--- src/hw/rtl/gcdn_pkg.sv ---
// ----------------------------------------------------------------------------
// gcdn_pkg
// Shared types and constants for the GC-adjusted depth normalizer.
// ----------------------------------------------------------------------------
package gcdn_pkg;

  localparam int POS_W       = 28;
  localparam int GC_W        = 7;
  localparam int DEPTH_W     = 7;
  localparam int RAW_W       = 16;
  localparam int DRAW_W      = 16;
  localparam int CHROM_W     = 8;
  localparam int CNT_W       = 32;
  localparam int SUM_W       = 40;
  localparam int OUT_DEPTH_W = 23;
  localparam int REL_W       = 24;
  localparam int MIN_DIST_W  = 16;
  localparam int CFG_DATA_W  = 28;
  localparam int CFG_IDX_W   = 2;
  // Widest histogram address: three types of up to 1024 bins
  localparam int ADDR_W      = 12;
  localparam int Q_DEPTH     = 4;
  localparam int Q_PTR_W     = 2;

  localparam logic [OUT_DEPTH_W-1:0] DEPTH_MAX = 23'h7FFFFF;
  localparam logic [REL_W-1:0]       REL_MAX   = 24'hFFFFFF;

  localparam logic [1:0] CT_AUTO  = 2'd0;
  localparam logic [1:0] CT_X     = 2'd1;
  localparam logic [1:0] CT_Y     = 2'd2;
  localparam logic [1:0] CT_OTHER = 2'd3;

  localparam logic [CFG_IDX_W-1:0] CFG_MIN_DIST  = 2'd0;
  localparam logic [CFG_IDX_W-1:0] CFG_DEPTH_CAP = 2'd1;
  localparam logic [CFG_IDX_W-1:0] CFG_X_START   = 2'd2;
  localparam logic [CFG_IDX_W-1:0] CFG_X_STOP    = 2'd3;

  typedef enum logic [1:0] {
    OP_ADD,
    OP_REM,
    OP_FIN
  } op_kind_t;

  typedef struct packed {
    op_kind_t             kind;
    logic [ADDR_W-1:0]    addr;
    logic [DEPTH_W-1:0]   depth;
    logic [CNT_W-1:0]     cnt_a;
    logic [CNT_W-1:0]     cnt_x;
    logic [CNT_W-1:0]     cnt_y;
  } qentry_t;

  typedef struct packed {
    logic [MIN_DIST_W-1:0] min_distance;
    logic [DEPTH_W-1:0]    depth_cap;
    logic [POS_W-1:0]      x_start;
    logic [POS_W-1:0]      x_stop;
  } cfg_t;

  typedef enum logic [4:0] {
    BK_CLEAR,
    BK_IDLE,
    BK_OP_RD,
    BK_OP_WB,
    BK_AS_RD,
    BK_AS_ACC,
    BK_AD_START,
    BK_AD_WAIT,
    BK_TB_RD,
    BK_TB_CHK,
    BK_TB_WAIT,
    BK_TA_RD,
    BK_TA_MUL,
    BK_TA_ACC,
    BK_T_NEXT,
    BK_TF_START,
    BK_TF_WAIT,
    BK_RX_START,
    BK_RX_WAIT,
    BK_RY_START,
    BK_RY_WAIT,
    BK_OUT
  } back_state_t;

endpackage

--- src/hw/rtl/gcdn_queue.sv ---
// ----------------------------------------------------------------------------
// gcdn_queue
// Small FIFO of histogram operations between front and back.
// ----------------------------------------------------------------------------
module gcdn_queue (
  input  logic              clk,
  input  logic              rst_n,
  input  logic              push,
  input  gcdn_pkg::qentry_t push_data,
  output logic              full,
  input  logic              pop,
  output gcdn_pkg::qentry_t pop_data,
  output logic              empty
);
  import gcdn_pkg::*;

  qentry_t              slot_r [Q_DEPTH];
  logic [Q_PTR_W-1:0]   wptr_r, rptr_r;
  logic [Q_PTR_W:0]     count_r;

  assign full     = (count_r == (Q_PTR_W+1)'(Q_DEPTH));
  assign empty    = (count_r == '0);
  assign pop_data = slot_r[rptr_r];

  always_ff @(posedge clk) begin
    if (!rst_n) begin
      wptr_r  <= '0;
      rptr_r  <= '0;
      count_r <= '0;
    end else begin
      if (push) wptr_r <= wptr_r + 1'b1;
      if (pop)  rptr_r <= rptr_r + 1'b1;
      if (push && !pop)      count_r <= count_r + 1'b1;
      else if (!push && pop) count_r <= count_r - 1'b1;
    end
  end

  always_ff @(posedge clk) begin
    if (push) slot_r[wptr_r] <= push_data;
  end

endmodule

--- config.mk ---
export PLATFORM = sky130hd
export DESIGN_NAME = gcdn_queue
export DESIGN_NICKNAME = d
export VERILOG_FILES = /design/src/hw/rtl/gcdn_pkg.sv /design/src/hw/rtl/gcdn_queue.sv
export SDC_FILE = /design/constraint.sdc
export NUM_CORES = 1
export LEC_CHECK = 0
export ABC_AREA = 0
export ABC_CLOCK_PERIOD_IN_PS = 8700
export BUFFER_PORTS_ARGS = -buffer_cell sky130_fd_sc_hd__buf_2
export CORE_AREA = 2 2 172 174
export DETAILED_ROUTE_END_ITERATION = 8
export DIE_AREA = 0 0 174 176
export GPL_TIMING_DRIVEN = 1
export PLACE_DENSITY = 0.92
export SYNTH_ARGS = -nofsm -noshare
export SYNTH_HDL_FRONTEND = slang
export SYNTH_SLANG_ARGS = --single-unit
--- constraint.sdc ---
create_clock -name clk -period 8.7 [get_ports clk]
set_input_delay 0.87 -clock clk [delete_from_list [all_inputs] [get_ports clk]]
set_output_delay 0.87 -clock clk [all_outputs]
set_load 0.03 [all_outputs]
==> impl_metrics.json <==
{
  "grt_pass1_vias": 8422,
  "clockBufferDepth": 3,
  "min_to": "count_r[2]$_SDFFE_PN0P_",
  "grt_pass1_wl_um": 50400,
  "synth.top_cells.by_area": "edfxtp_1 (81%), mux4_2 (15%), dfxtp_1 (1.0%)",
  "drtPass1Iterations": 5,
  "min_period_ns": 3.87,
  "crit_type": "register to primary output",
  "rr_startpoint": "wptr_r[0]$_SDFFE_PN0P_",
  "cts_tree": "yes",
  "ant_nets": 0,
  "min_from": "count_r[2]$_SDFFE_PN0P_",
  "cts_hold_buffers": 0,
  "start_kind": "register",
  "wl_per_cell_um": 25.2,
  "critPathCaptureType": "primary output",
  "synth_cells": 654,
  "fp.dieH_um": 176,
  "synth-seq-area-share_pct": 82.3,
  "ir_drop_uv": 175,
  "syn_area_per_cell_um2": 26.4,
  "drive_above_1_share_pct": 45.0,
  "p_per_area_nw_per_um2": 255,
  "synthFlopType": "edfxtp_1",
  "start_util_pct": 60.6,
  "clk_pin_slew_ns": 0.06,
  "fmax_ghz": 0.259,
  "synth_area_um2": 17300,
  "yosysMostFrequentCell": "edfxtp_1",
  "clk_latency_ns": 0.52,
  "grtUsageTotal_pct": 22.3,
  "cts_sinks": 477,
  "critical_path_arrival_ns": 3.00,
  "routabilityCongestion": 0.740,
  "worstMarginPinSlew_ns": 1.08,
  "vias": 7951,
  "ioPinCount": 240,
  "nets": 1049,
  "report.final.slew_viol_count": 0,
  "grt_max_degree": 73,
  "postCtsSetupRepairBufs": 0,
  "crit_required_ns": 7.83,
  "rrSetupSlack_ns": 6.13,
  "dp_slack_ns": 5.33,
  "hold_ws_ns": 0.542,
  "wl_um": 33900,
  "yosys_warnings": 0,
  "synthArstFlopShare_pct": 0,
  "vias_per_cell": 5.91,
  "rows": 62,
  "dieArea_um2": 30600,
  "max_cap_viol_count": 0,
  "fin_ws_ns": 4.83,
  "leakagePower_uw": 0.00683,
  "grt-ovfl-total": 0,
  "outcome": "complete, no violations",
  "min_period_over_period_pct": 44.4,
  "drc_errors": 0,
  "setup_viol": 0,
  "numCtsBuffers": 46,
  "clock-root-buffer": "clkbuf_16",
  "synth_edf_count": 468,
  "min_path_type": "register to register",
  "core_um2": 28500,
  "synth.distinct_cells": 21,
  "worstRegToRegCells": 3,
  "r2r_end": "slot_r[3][101]$_DFFE_PP_",
  "cts.htree.levels": 2,
  "fin_tns_setup_ns": 0,
  "crit_fanout": 63,
  "min_delay_path_depth": 2,
  "fin_worst_skew_ns": 0.00840,
  "rsz0062_at_grt": "no",
  "drtIter0Drc": 634,
  "syn2layout_area_growth_pct": 17.7,
  "synth_common_cells": "edfxtp_1 (468), mux4_2 (117), buf_2 (13)",
  "synth.net_count": 781,
  "utilization_pct": 71.3,
  "hold_viol": 0,
  "port_buffers": 239,
  "ys_seq_elements": 477,
  "hpwlAfterDp_um": 20200,
  "antenna_found_initial": 8,
  "synth_top_area_cell": "edfxtp_1",
  "die_x_um": 174,
  "post_cts_resized": 0,
  "synth_top_area_share_pct": 81.3,
  "relSlewSlack_pct": 28.0
}
[cell families after synthesis]
kind of cell / count (synthesis) / share of synthesized area (%)
flip-flops: 477 / 82.3
multiplexers: 119 / 15.4
AND/OR/NAND/NOR: 15 / 0.528
XOR/XNOR: 5 / 0.253
adder cells (fa/ha/maj): 6 / 0.478
AO/OA/AOI/OAI: 2 / 0.0724
buffers and inverters: 30 / 0.984
[state kept, by name, indices dropped and copies added, names as in the netlist, named ones only]
register	count
count_r	3
slot_r	468
wptr_r	2
rptr_r	2
[through the flow]
step / instances / area (um2) / power [uW]
after floorplan: 654 / 17300 / 3140
after global placement: 1258 / 18900 / 3300
after detailed placement: 1258 / 18900 / 3330
after CTS: 1339 / 20300 / 5220
after global routing: 1343 / 20300 / 5340
final: 1345 / 20300 / 5190
[area by class of cell]
class | instances | area (um2)
sequential | 477 | 14200
fill | 1649 | 8200
multi-input combinational | 147 | 2900
clock buffer | 66 | 1270
timing repair buffer | 246 | 1250
tap | 384 | 480
clock inverter | 15 | 181
inverter | 4 | 15.0
antenna | 6 | 15.0
[how the worst max path moves through the flow]
stage,from,to,cells past startpoint
floorplan,push,slot_r[0][0]$_DFFE_PP_,1
global route,register,pop_data[41],3
global placement,register,pop_data[92],3
CTS,register,pop_data[41],3
detailed placement,register,pop_data[41],3
finish,register,pop_data[44],3
[cells in the final DEF, fill, tap and decap left out, drive strengths merged]
cell type  count
nor3           1
and2           9
clkbuf        66
or3            1
edfxtp       468
bufinv         4
nor2b          2
mux4         117
buf          246
ha             5
clkinvlp       1
dfxtp          9
xnor2          2
o21ai          1
inv            5
a21boi         1
clkinv         9
nor3b          1
nand2          1
diode          6
mux2i          2
xor2           3
fa             1
[worst max-delay path, cell delays in order, from the launching register on]
cell and delay (ns):
dfxtp_4 0.86, buf_4 0.81, mux4_2 0.44, buf_2 0.20
[report_power, final]
| group | total, uW | switching, uW | internal (uW) |
|---|---|---|---|
| Combinational | 594 | 381 | 212 |
| Clock | 1900 | 774 | 1130 |
| Sequential | 2690 | 46.3 | 2640 |
[routing by layer]
layer	wire [um]	vias to the layer above	track usage, %
met5	36	-	0
met4	796	6	6.27
met3	2610	67	5.40
met2	17700	357	38.7
met1	12700	4158	28.8
li1	-	3363	-
(Power assumes the default switching activity.)
