===== src/hw/rtl/gcdn_pkg.sv =====
// ----------------------------------------------------------------------------
// gcdn_pkg
// Shared types and constants for the GC-adjusted depth normalizer.
// ----------------------------------------------------------------------------
package gcdn_pkg;

  localparam int POS_W       = 28;
  localparam int GC_W        = 7;
  localparam int DEPTH_W     = 7;
  localparam int RAW_W       = 16;
  localparam int DRAW_W      = 16;
  localparam int CHROM_W     = 8;
  localparam int CNT_W       = 32;
  localparam int SUM_W       = 40;
  localparam int OUT_DEPTH_W = 23;
  localparam int REL_W       = 24;
  localparam int MIN_DIST_W  = 16;
  localparam int CFG_DATA_W  = 28;
  localparam int CFG_IDX_W   = 2;
  // Widest histogram address: three types of up to 1024 bins
  localparam int ADDR_W      = 12;
  localparam int Q_DEPTH     = 4;
  localparam int Q_PTR_W     = 2;

  localparam logic [OUT_DEPTH_W-1:0] DEPTH_MAX = 23'h7FFFFF;
  localparam logic [REL_W-1:0]       REL_MAX   = 24'hFFFFFF;

  localparam logic [1:0] CT_AUTO  = 2'd0;
  localparam logic [1:0] CT_X     = 2'd1;
  localparam logic [1:0] CT_Y     = 2'd2;
  localparam logic [1:0] CT_OTHER = 2'd3;

  localparam logic [CFG_IDX_W-1:0] CFG_MIN_DIST  = 2'd0;
  localparam logic [CFG_IDX_W-1:0] CFG_DEPTH_CAP = 2'd1;
  localparam logic [CFG_IDX_W-1:0] CFG_X_START   = 2'd2;
  localparam logic [CFG_IDX_W-1:0] CFG_X_STOP    = 2'd3;

  typedef enum logic [1:0] {
    OP_ADD,
    OP_REM,
    OP_FIN
  } op_kind_t;

  typedef struct packed {
    op_kind_t             kind;
    logic [ADDR_W-1:0]    addr;
    logic [DEPTH_W-1:0]   depth;
    logic [CNT_W-1:0]     cnt_a;
    logic [CNT_W-1:0]     cnt_x;
    logic [CNT_W-1:0]     cnt_y;
  } qentry_t;

  typedef struct packed {
    logic [MIN_DIST_W-1:0] min_distance;
    logic [DEPTH_W-1:0]    depth_cap;
    logic [POS_W-1:0]      x_start;
    logic [POS_W-1:0]      x_stop;
  } cfg_t;

  typedef enum logic [4:0] {
    BK_CLEAR,
    BK_IDLE,
    BK_OP_RD,
    BK_OP_WB,
    BK_AS_RD,
    BK_AS_ACC,
    BK_AD_START,
    BK_AD_WAIT,
    BK_TB_RD,
    BK_TB_CHK,
    BK_TB_WAIT,
    BK_TA_RD,
    BK_TA_MUL,
    BK_TA_ACC,
    BK_T_NEXT,
    BK_TF_START,
    BK_TF_WAIT,
    BK_RX_START,
    BK_RX_WAIT,
    BK_RY_START,
    BK_RY_WAIT,
    BK_OUT
  } back_state_t;

endpackage


===== src/hw/rtl/gcdn_front.sv =====
// ----------------------------------------------------------------------------
// gcdn_front
// Takes input words, tracks chromosome and cluster state, issues bin ops.
// ----------------------------------------------------------------------------
module gcdn_front #(
  parameter int GC_BINS           = 128,
  parameter int CLUSTER_SIZE_BITS = 16
) (
  input  logic                          clk,
  input  logic                          rst_n,
  input  gcdn_pkg::cfg_t                cfg,
  input  logic                          in_valid,
  output logic                          in_ready,
  input  logic                          in_command,
  input  logic [gcdn_pkg::CHROM_W-1:0]  in_chrom_id,
  input  logic [1:0]                    in_chrom_type,
  input  logic [gcdn_pkg::POS_W-1:0]    in_position,
  input  logic [gcdn_pkg::GC_W-1:0]     in_gc_bin,
  input  logic                          in_gc_unknown,
  input  logic [gcdn_pkg::RAW_W-1:0]    in_raw_depth,
  input  logic [gcdn_pkg::DRAW_W-1:0]   in_random_draw,
  input  logic                          clear_busy,
  input  logic                          q_full,
  output logic                          q_push,
  output gcdn_pkg::qentry_t             q_data
);
  import gcdn_pkg::*;

  localparam int CSB = CLUSTER_SIZE_BITS;
  localparam int PW  = DRAW_W + 1 + CSB;
  localparam logic [CSB-1:0]    SIZE_MAX = {CSB{1'b1}};
  localparam logic [ADDR_W-1:0] BASE_X   = ADDR_W'(GC_BINS);
  localparam logic [ADDR_W-1:0] BASE_Y   = ADDR_W'(2 * GC_BINS);

  logic                have_r, open_r, held_known_r, pend_r;
  logic [CHROM_W-1:0]  cur_r;
  logic [POS_W-1:0]    end_r;
  logic [CSB-1:0]      size_r;
  logic [GC_W-1:0]     held_gc_r;
  logic [DEPTH_W-1:0]  held_depth_r;
  logic [CNT_W-1:0]    cnt_a_r, cnt_x_r, cnt_y_r;
  qentry_t             pend_data_r;

  logic                accept, is_rec, chg, win_out, gc_known, new_cl, replace;
  logic                open_e, held_known_e;
  logic [CSB-1:0]      size_e, size_inc;
  logic [GC_W-1:0]     held_gc_e;
  logic [DEPTH_W-1:0]  held_depth_e, depth;
  logic [POS_W-1:0]    gap;
  logic [PW-1:0]       prod;
  logic [ADDR_W-1:0]   base;
  logic                do_rem, do_add, act;
  qentry_t             add_ent, rem_ent, fin_ent;

  assign in_ready = !pend_r && !q_full && !clear_busy;
  assign accept   = in_valid && in_ready;
  assign is_rec   = accept && !in_command && (in_chrom_type != CT_OTHER);

  // Chromosome change drops the open cluster before anything else
  assign chg          = !have_r || (in_chrom_id != cur_r);
  assign open_e       = chg ? 1'b0 : open_r;
  assign size_e       = chg ? '0 : size_r;
  assign held_known_e = chg ? 1'b0 : held_known_r;
  assign held_gc_e    = chg ? '0 : held_gc_r;
  assign held_depth_e = chg ? '0 : held_depth_r;

  assign win_out  = (in_chrom_type == CT_X) &&
                    ((in_position < cfg.x_start) || (in_position >= cfg.x_stop));
  assign gc_known = !in_gc_unknown && (32'(in_gc_bin) < GC_BINS);
  assign depth    = (in_raw_depth > RAW_W'(cfg.depth_cap)) ? cfg.depth_cap
                                                           : in_raw_depth[DEPTH_W-1:0];

  assign gap      = in_position - end_r;
  assign new_cl   = !open_e || ((in_position >= end_r) &&
                                (gap >= POS_W'(cfg.min_distance)));
  assign size_inc = (size_e == SIZE_MAX) ? size_e : size_e + 1'b1;
  assign prod     = PW'({in_random_draw, 1'b1}) * PW'(size_inc);
  assign replace  = (prod < PW'(131072));

  assign act    = is_rec && !win_out;
  assign do_add = gc_known && (new_cl || replace);
  assign do_rem = !new_cl && replace && held_known_e;

  always_comb begin
    unique case (in_chrom_type)
      CT_X:    base = BASE_X;
      CT_Y:    base = BASE_Y;
      default: base = '0;
    endcase
  end

  always_comb begin
    add_ent       = '0;
    add_ent.kind  = OP_ADD;
    add_ent.addr  = base + ADDR_W'(in_gc_bin);
    add_ent.depth = depth;
    rem_ent       = '0;
    rem_ent.kind  = OP_REM;
    rem_ent.addr  = base + ADDR_W'(held_gc_e);
    rem_ent.depth = held_depth_e;
    fin_ent       = '0;
    fin_ent.kind  = OP_FIN;
    fin_ent.cnt_a = cnt_a_r;
    fin_ent.cnt_x = cnt_x_r;
    fin_ent.cnt_y = cnt_y_r;
  end

  always_comb begin
    q_push = 1'b0;
    q_data = add_ent;
    if (pend_r) begin
      q_push = !q_full;
      q_data = pend_data_r;
    end else if (accept && in_command) begin
      q_push = 1'b1;
      q_data = fin_ent;
    end else if (act && do_rem) begin
      q_push = 1'b1;
      q_data = rem_ent;
    end else if (act && do_add) begin
      q_push = 1'b1;
    end
  end

  always_ff @(posedge clk) begin
    if (!rst_n) begin
      have_r       <= 1'b0;
      cur_r        <= '0;
      open_r       <= 1'b0;
      end_r        <= '0;
      size_r       <= '0;
      held_known_r <= 1'b0;
      held_gc_r    <= '0;
      held_depth_r <= '0;
      cnt_a_r      <= '0;
      cnt_x_r      <= '0;
      cnt_y_r      <= '0;
      pend_r       <= 1'b0;
    end else begin
      if (pend_r && !q_full) pend_r <= 1'b0;
      if (is_rec) begin
        have_r <= 1'b1;
        cur_r  <= in_chrom_id;
        if (win_out) begin
          open_r       <= open_e;
          end_r        <= chg ? '0 : end_r;
          size_r       <= size_e;
          held_known_r <= held_known_e;
          held_gc_r    <= held_gc_e;
          held_depth_r <= held_depth_e;
        end else begin
          open_r <= 1'b1;
          end_r  <= in_position;
          size_r <= new_cl ? CSB'(1) : size_inc;
          if (new_cl || replace) begin
            held_known_r <= gc_known;
            held_gc_r    <= in_gc_bin;
            held_depth_r <= depth;
          end else begin
            held_known_r <= held_known_e;
            held_gc_r    <= held_gc_e;
            held_depth_r <= held_depth_e;
          end
          if (new_cl) begin
            case (in_chrom_type)
              CT_AUTO: if (cnt_a_r != '1) cnt_a_r <= cnt_a_r + 1'b1;
              CT_X:    if (cnt_x_r != '1) cnt_x_r <= cnt_x_r + 1'b1;
              default: if (cnt_y_r != '1) cnt_y_r <= cnt_y_r + 1'b1;
            endcase
          end
          // remove goes first, the add waits in the pending register until pushed
          if (do_rem && do_add) pend_r <= 1'b1;
        end
      end
    end
  end

  always_ff @(posedge clk) begin
    if (act && do_rem && do_add) pend_data_r <= add_ent;
  end

endmodule


===== config.mk =====
export PLATFORM = sky130hd
export DESIGN_NAME = gcdn_front
export DESIGN_NICKNAME = d
export VERILOG_FILES = /design/src/hw/rtl/gcdn_pkg.sv /design/src/hw/rtl/gcdn_front.sv
export SDC_FILE = /design/constraint.sdc
export NUM_CORES = 1
export LEC_CHECK = 0
export CAP_MARGIN = 30
export CORE_MARGIN = 5
export CORE_UTILIZATION = 45
export CTS_CLUSTER_SIZE = 28
export DETAILED_ROUTE_END_ITERATION = 16
export DONT_BUFFER_PORTS = 1
export PLACE_DENSITY = 0.68
export SYNTH_ARGS = -nofsm -noshare
export SYNTH_HDL_FRONTEND = slang
export SYNTH_SLANG_ARGS = --single-unit

===== constraint.sdc =====
create_clock -name clk -period 27 [get_ports clk]
set_input_delay 5.4 -clock clk [delete_from_list [all_inputs] [get_ports clk]]
set_output_delay 5.4 -clock clk [all_outputs]
set_load 0.05 [all_outputs]

==> flow_summary_export.csv, run 1 <==
group,metric,value,unit
cts,cts_tree,"done",
timing,fin_skew,12.73,ps
synthesis,synth_ff_type,"dfxtp_1",
cts,cts_root_buf,"clkbuf_16",
timing,final-hold-violation-count,0,
synthesis,synth_warnings,0,
placed_design,pre_cts_slack,5512,ps
synthesis,yosysSeqAreaShare,0.1679,
setup_path,cpMostUsedCell,"fa_1",
die,die_y,234.4,um
cts,ctsResizeCount,0,
timing,maxSlewViolCount,0,
cells_and_area,n_antenna_cell,0,
placed_design,gp_congestion,0.9450,
setup_path,start_kind,"input pin",
grt,antenna_found_initial,0,
route,antenna_left,0,
route,drc_errors,0,
route,via_per_inst,5.738,
timing,period_needed,21560,ps
route,via_count,19950,
setup_path,slowest_delay,710,ps
route,wl_per_cell,18.64,um
power_and_ir_drop,ir_drop,0.04832,mV
cts,ctsHoldBuffers,0,
die,die_area,54930,um2
timing,relSlewSlack,0.3161,
cells_and_area,final_layout_size_suffix_gt1_frac,0.03566,
timing,rsz0062_at_grt,"no",
grt,grt_pass1_wl,105400,um
cts,cts_setup_buffers,0,
route,drt_iter0_drc,1357,
setup_path,slowest_stage,"and3_1",
cts,clkSlewWorstSetupHoldPaths,70,ps
cells_and_area,multiInputGateArea,16800,um2
die,start_util,0.4534,
grt,gr-usage-all-layers,0.2356,
setup_path,crit_required,21600,ps
power_and_ir_drop,p_leak,10.56,nW
cells_and_area,final_nets,3374,
synthesis,yosys.area.top_type,"fa_1",
setup_path,cp.arrival,16160,ps
setup_path,end_kind,"output port",
grt,grt_max_degree,101,
synthesis,synth_edf_count,16,
placed_design,dpl.hpwl,51670,um
timing,final.setup.tns,0,ps
grt,grt.overflow.total,0,
timing,setup_slack,5437,ps
placed_design,port_buffers,0,
die,num_rows,82,
synthesis,yosys-top-cells-area,"fa_1, dfxtp_1, ha_1, inv_1, nand2_1",
route,wl,64800,um
synthesis,synth_top_area_share,0.1838,
synthesis,synth_cell_types,90,
setup_path,worstPathMaxFanout,19,
timing,post-route-period-util,0.7986,
synthesis,synth_area_per_cell,7.899,um2
cts,worstSkewPairLatency,460,ps
cts,cts_buffer_depth,2,
die,die_x,234.4,um
cts,htree_levels,4,
synthesis,ys_ff_latch,182,
job,drv_cap,0,
timing,fmax,46.38,MHz
synthesis,yosys-top-cells-count,"inv_1, nand2_1, and2_1",
synthesis,synthArstFlopShare,0,
cts,cts.sinks,182,
worst_hold_path,hold_class,"flop to flop",
cells_and_area,syn_to_final_growth,5.225,%
die,pin_count,282,
grt,grt_pass1_vias,20020,
cells_and_area,nFillCells,4929,
cells_and_area,regArea,3804,um2
timing,setup-violations-final,0,
power_and_ir_drop,p_per_area,26.10,nW/um2
synthesis,synth_cells,2868,
synthesis,yosysMostFrequentCell,"inv_1",
route,dr.pass1.iters,5,
die,coreArea,49970,um2
cts,cts-buffers-inserted,17,
synthesis,netlist_area,22650,um2
run_status,status,"finished, final reports clean",
timing,worst_pin_slew,1017,ps
setup_path,critPathKind,"input pin to output port",
-- cells by family after synthesis --
kind of cell | share of synthesized area
adder cells (fa/ha/maj) | 0.3009
other | 0.0001655
buffers and inverters | 0.09246
AO/OA/AOI/OAI | 0.1320
AND/OR/NAND/NOR | 0.2522
XOR/XNOR | 0.03673
multiplexers | 0.01767
flip-flops | 0.1679
-- where the power goes --
group | internal, mW | switching (mW)
Clock | 0.125 | 0.131
Sequential | 0.274 | 0.00118
Combinational | 0.0337 | 0.0579
-- layout make-up --
| cell class | count | share of cell area |
|---|---|---|
| timing repair buffer | 28 | 0.009500 |
| multi-input combinational | 2145 | 0.7047 |
| sequential | 182 | 0.1596 |
| inverter | 417 | 0.06571 |
| clock inverter | 15 | 0.007453 |
| clock buffer | 17 | 0.01785 |
| tap | 672 | 0.03527 |
-- cell usage in the layout, fill, tap and decap left out, types with 29 or more instances in the layout --
cell type	count
xor2_1	54
nand2_1	398
inv_1	416
nand3_1	93
fa_1	208
o21ai_0	74
dfxtp_1	166
and3_1	51
ha_1	212
a22oi_1	29
mux2i_1	31
nor2_1	127
nand4_1	76
and2_1	218
o21a_1	38
nor3_1	36
xnor2_1	41
a21oi_1	143
-- state kept, by name (all words and copies together) (netlist names) --
signal	cells
cnt_a_r	32
cnt_x_r	32
cnt_y_r	32
cur_r	8
end_r	28
have_r	1
held_depth_r	7
held_gc_r	7
held_known_r	1
open_r	1
pend_data_r	16
pend_r	1
size_r	16
-- per-stage QoR --
stage,hold WS (ps),power [mW],utilization,instance area (um2),cells
2_1_floorplan,432.3,0.3559,-,22660,2870
3_3_place_gp,450.3,0.3676,0.4644,23200,3442
3_5_place_dp,457.2,0.3716,0.4650,23230,3444
4_1_cts,468.2,0.6272,0.4771,23840,3476
5_1_grt,486.7,0.6504,0.4771,23840,3476
6_report,467.6,0.6222,0.4771,23840,3476
-- worst max-delay path, delay by kind of cell --
kind | cells | cell delay, ps
simple gates | 13 | 4480
buf+inv | 5 | 440
fa+ha+maj | 8 | 3870
xor+xnor | 2 | 290
compound gates | 6 | 1640
-- worst paths after layout --
path,startpoint,endpoint,slack (ps),depth (start not counted)
max,in_chrom_id[0],q_data[102],5440,34
min reg2reg,held_depth_r[5],held_depth_r[5],470,2
max reg2reg,cur_r[0],pend_data_r[100],15790,34
min,held_depth_r[5],held_depth_r[5],470,2
-- per-layer routing --
metal,up-vias,GRT usage,wire [um]
met3,88,0.05061,4803
met1,9790,0.3175,28250
met2,661,0.3885,30490
met4,0,0.05802,1264
li1,9408,-,-
met5,-,0,0
No activity file was read; power rests on OpenSTA's default activity.
==> inputs of run 2 (changes only) <==
--- a/config.mk
+++ b/config.mk
@@ -11,7 +11,7 @@
 export CTS_CLUSTER_SIZE = 28
 export DETAILED_ROUTE_END_ITERATION = 16
 export DONT_BUFFER_PORTS = 1
-export PLACE_DENSITY = 0.68
+export PLACE_DENSITY = 0.7
 export SYNTH_ARGS = -nofsm -noshare
 export SYNTH_HDL_FRONTEND = slang
 export SYNTH_SLANG_ARGS = --single-unit
==> constraint.sdc (replaced) <==
create_clock -name clk -period 17.8 [get_ports clk]
set_input_delay 3.56 -clock clk [delete_from_list [all_inputs] [get_ports clk]]
set_output_delay 3.56 -clock clk [all_outputs]
set_load 0.05 [all_outputs]
==> run 2 against run 1 <==
Final area up 0.66%. Power up 52%. Clock power up 50%. Global-route usage up 1.5 points. Final cell count up 0.60%. Flip-flop and latch count unchanged. First-iteration DRC count up 17%. Worst hold slack about the same. Count of clock-buffer cells in the layout up 2. Critical path depth up 3. Via count up 1.6%. Worst setup slack worse by 5000 ps. Largest cell class unchanged. Largest power group unchanged.
==> flow_summary_export.csv, run 2 (same netlist as run 1, synthesis figures left out) <==
group,metric,value,unit
cts,htree_levels,4,
timing,fmax,57.47,MHz
worst_hold_path,hold_class,"flop to flop",
timing,final-hold-violation-count,0,
cts,cts_tree,"done",
timing,setup-violations-final,0,
route,drc_errors,0,
die,coreArea,49970,um2
grt,gr-usage-all-layers,0.2508,
die,num_rows,82,
die,die_area,54930,um2
placed_design,gp_congestion,0.9732,
timing,maxSlewViolCount,0,
grt,antenna_found_initial,1,
power_and_ir_drop,p_per_area,39.39,nW/um2
cells_and_area,syn_to_final_growth,5.921,%
cells_and_area,final_layout_size_suffix_gt1_frac,0.04354,
cts,cts-buffers-inserted,17,
cells_and_area,fin_cells,3497,
timing,fin_hold_ws,468.1,ps
job,drv_cap,0,
grt,grt_pass1_vias,20400,
cells_and_area,layout.cells.most_common_list,"inv_1, nand2_1, and2_1, ha_1, fa_1",
run_status,status,"finished, final reports clean",
setup_path,end_kind,"output port",
grt,grt_max_degree,102,
power_and_ir_drop,ir_drop,0.07354,mV
cts,clkSlewWorstSetupHoldPaths,70,ps
route,wl,69180,um
cts,worstSkewPairLatency,450,ps
die,start_util,0.4534,
setup_path,cp.arrival,13840,ps
timing,fin_skew,15.52,ps
timing,final.setup.tns,0,ps
timing,relSlewSlack,0.3307,
setup_path,slowest_stage,"fa_1",
route,antenna_left,0,
timing,rsz0062_at_grt,"no",
grt,grt_pass1_wl,110900,um
placed_design,dpl.hpwl,54250,um
grt,grt.overflow.total,0,
setup_path,slowest_delay,540,ps
power_and_ir_drop,p_leak,10.67,nW
cts,cts.sinks,182,
placed_design,pre_cts_slack,383.0,ps
cts,cts_root_buf,"clkbuf_16",
placed_design,port_buffers,0,
setup_path,start_kind,"input pin",
die,die_y,234.4,um
cells_and_area,nFillCells,4846,
timing,worst_pin_slew,995.7,ps
timing,post-route-period-util,0.9775,
timing,setup_slack,399.9,ps
timing,period_needed,17400,ps
cells_and_area,layout_commonest_cell,"inv_1",
cells_and_area,reg.largest.list,"cnt_a_r x32, cnt_x_r x32, cnt_y_r x32",
cells_and_area,final_nets,3395,
cts,cts_buffer_depth,2,
route,via_count,20270,
placed_design,dp_cells,3465,
route,dr.pass1.iters,5,
setup_path,crit_required,14240,ps
die,die_x,234.4,um
route,drt_iter0_drc,1591,
setup_path,worstPathMaxFanout,15,
die,pin_count,282,
setup_path,critPathKind,"input pin to output port",
cells_and_area,n_antenna_cell,0,
route,wl_per_cell,19.78,um
route,via_per_inst,5.797,
run 2: worst paths after layout:
path	from	to	slack, ps	cells after the start
worst max-delay path	in_chrom_id[7]	q_data[102]	400	37
worst max register to register	cur_r[7]	pend_data_r[107]	6530	37
worst min register to register	held_gc_r[2]	held_gc_r[2]	470	2
worst min-delay path	held_gc_r[2]	held_gc_r[2]	470	2
run 2: area by class of cell:
class,instances,area [um2],area share
clock inverters,13,117.6,0.004901
multi-input cells,2145,16800,0.7001
repair buffers,49,404.1,0.01684
clock buffers,19,464.2,0.01935
well taps,672,840.8,0.03504
flip-flops and latches,182,3804,0.1585
inverters,417,1567,0.06528
run 2: through the flow:
| stage | power (mW) | instance area [um2] | util |
|---|---|---|---|
| final | 0.9452 | 24000 | 0.4802 |
| after global placement | 0.5629 | 23370 | 0.4676 |
| after global routing | 0.9850 | 24000 | 0.4802 |
| after detailed placement | 0.5685 | 23410 | 0.4686 |
| after floorplan | 0.5399 | 22660 | - |
| after CTS | 0.9500 | 23990 | 0.4802 |
run 2: power breakdown:
group	internal [mW]	total (mW)	switching, mW
registers	0.415	0.417	0.00185
logic	0.0542	0.145	0.0903
clock network	0.195	0.384	0.189
run 2: critical path, delay by kind of cell:
| family | cells | cell delay (ps) |
|---|---|---|
| AND/OR/NAND/NOR | 17 | 4920 |
| adder cells (fa/ha/maj) | 8 | 3560 |
| AO/OA/AOI/OAI | 3 | 780 |
| buffers and inverters | 7 | 730 |
| XOR/XNOR | 2 | 260 |
run 2: what timing repair did:
item                                    4_1_cts  5_1_grt
resized for setup                             0        2
hold buffers                                  0        0
setup buffers                                 0        0
endpoints found under the setup margin        0       15
run 2: routing by layer:
metal | global-route usage | vias to the layer above | wire length (um)
li1 | - | 9447 | -
met1 | 0.3427 | 9951 | 30350
met2 | 0.4038 | 744 | 31760
met3 | 0.05267 | 128 | 5243
met4 | 0.07225 | 2 | 1806
met5 | 0 | - | 14
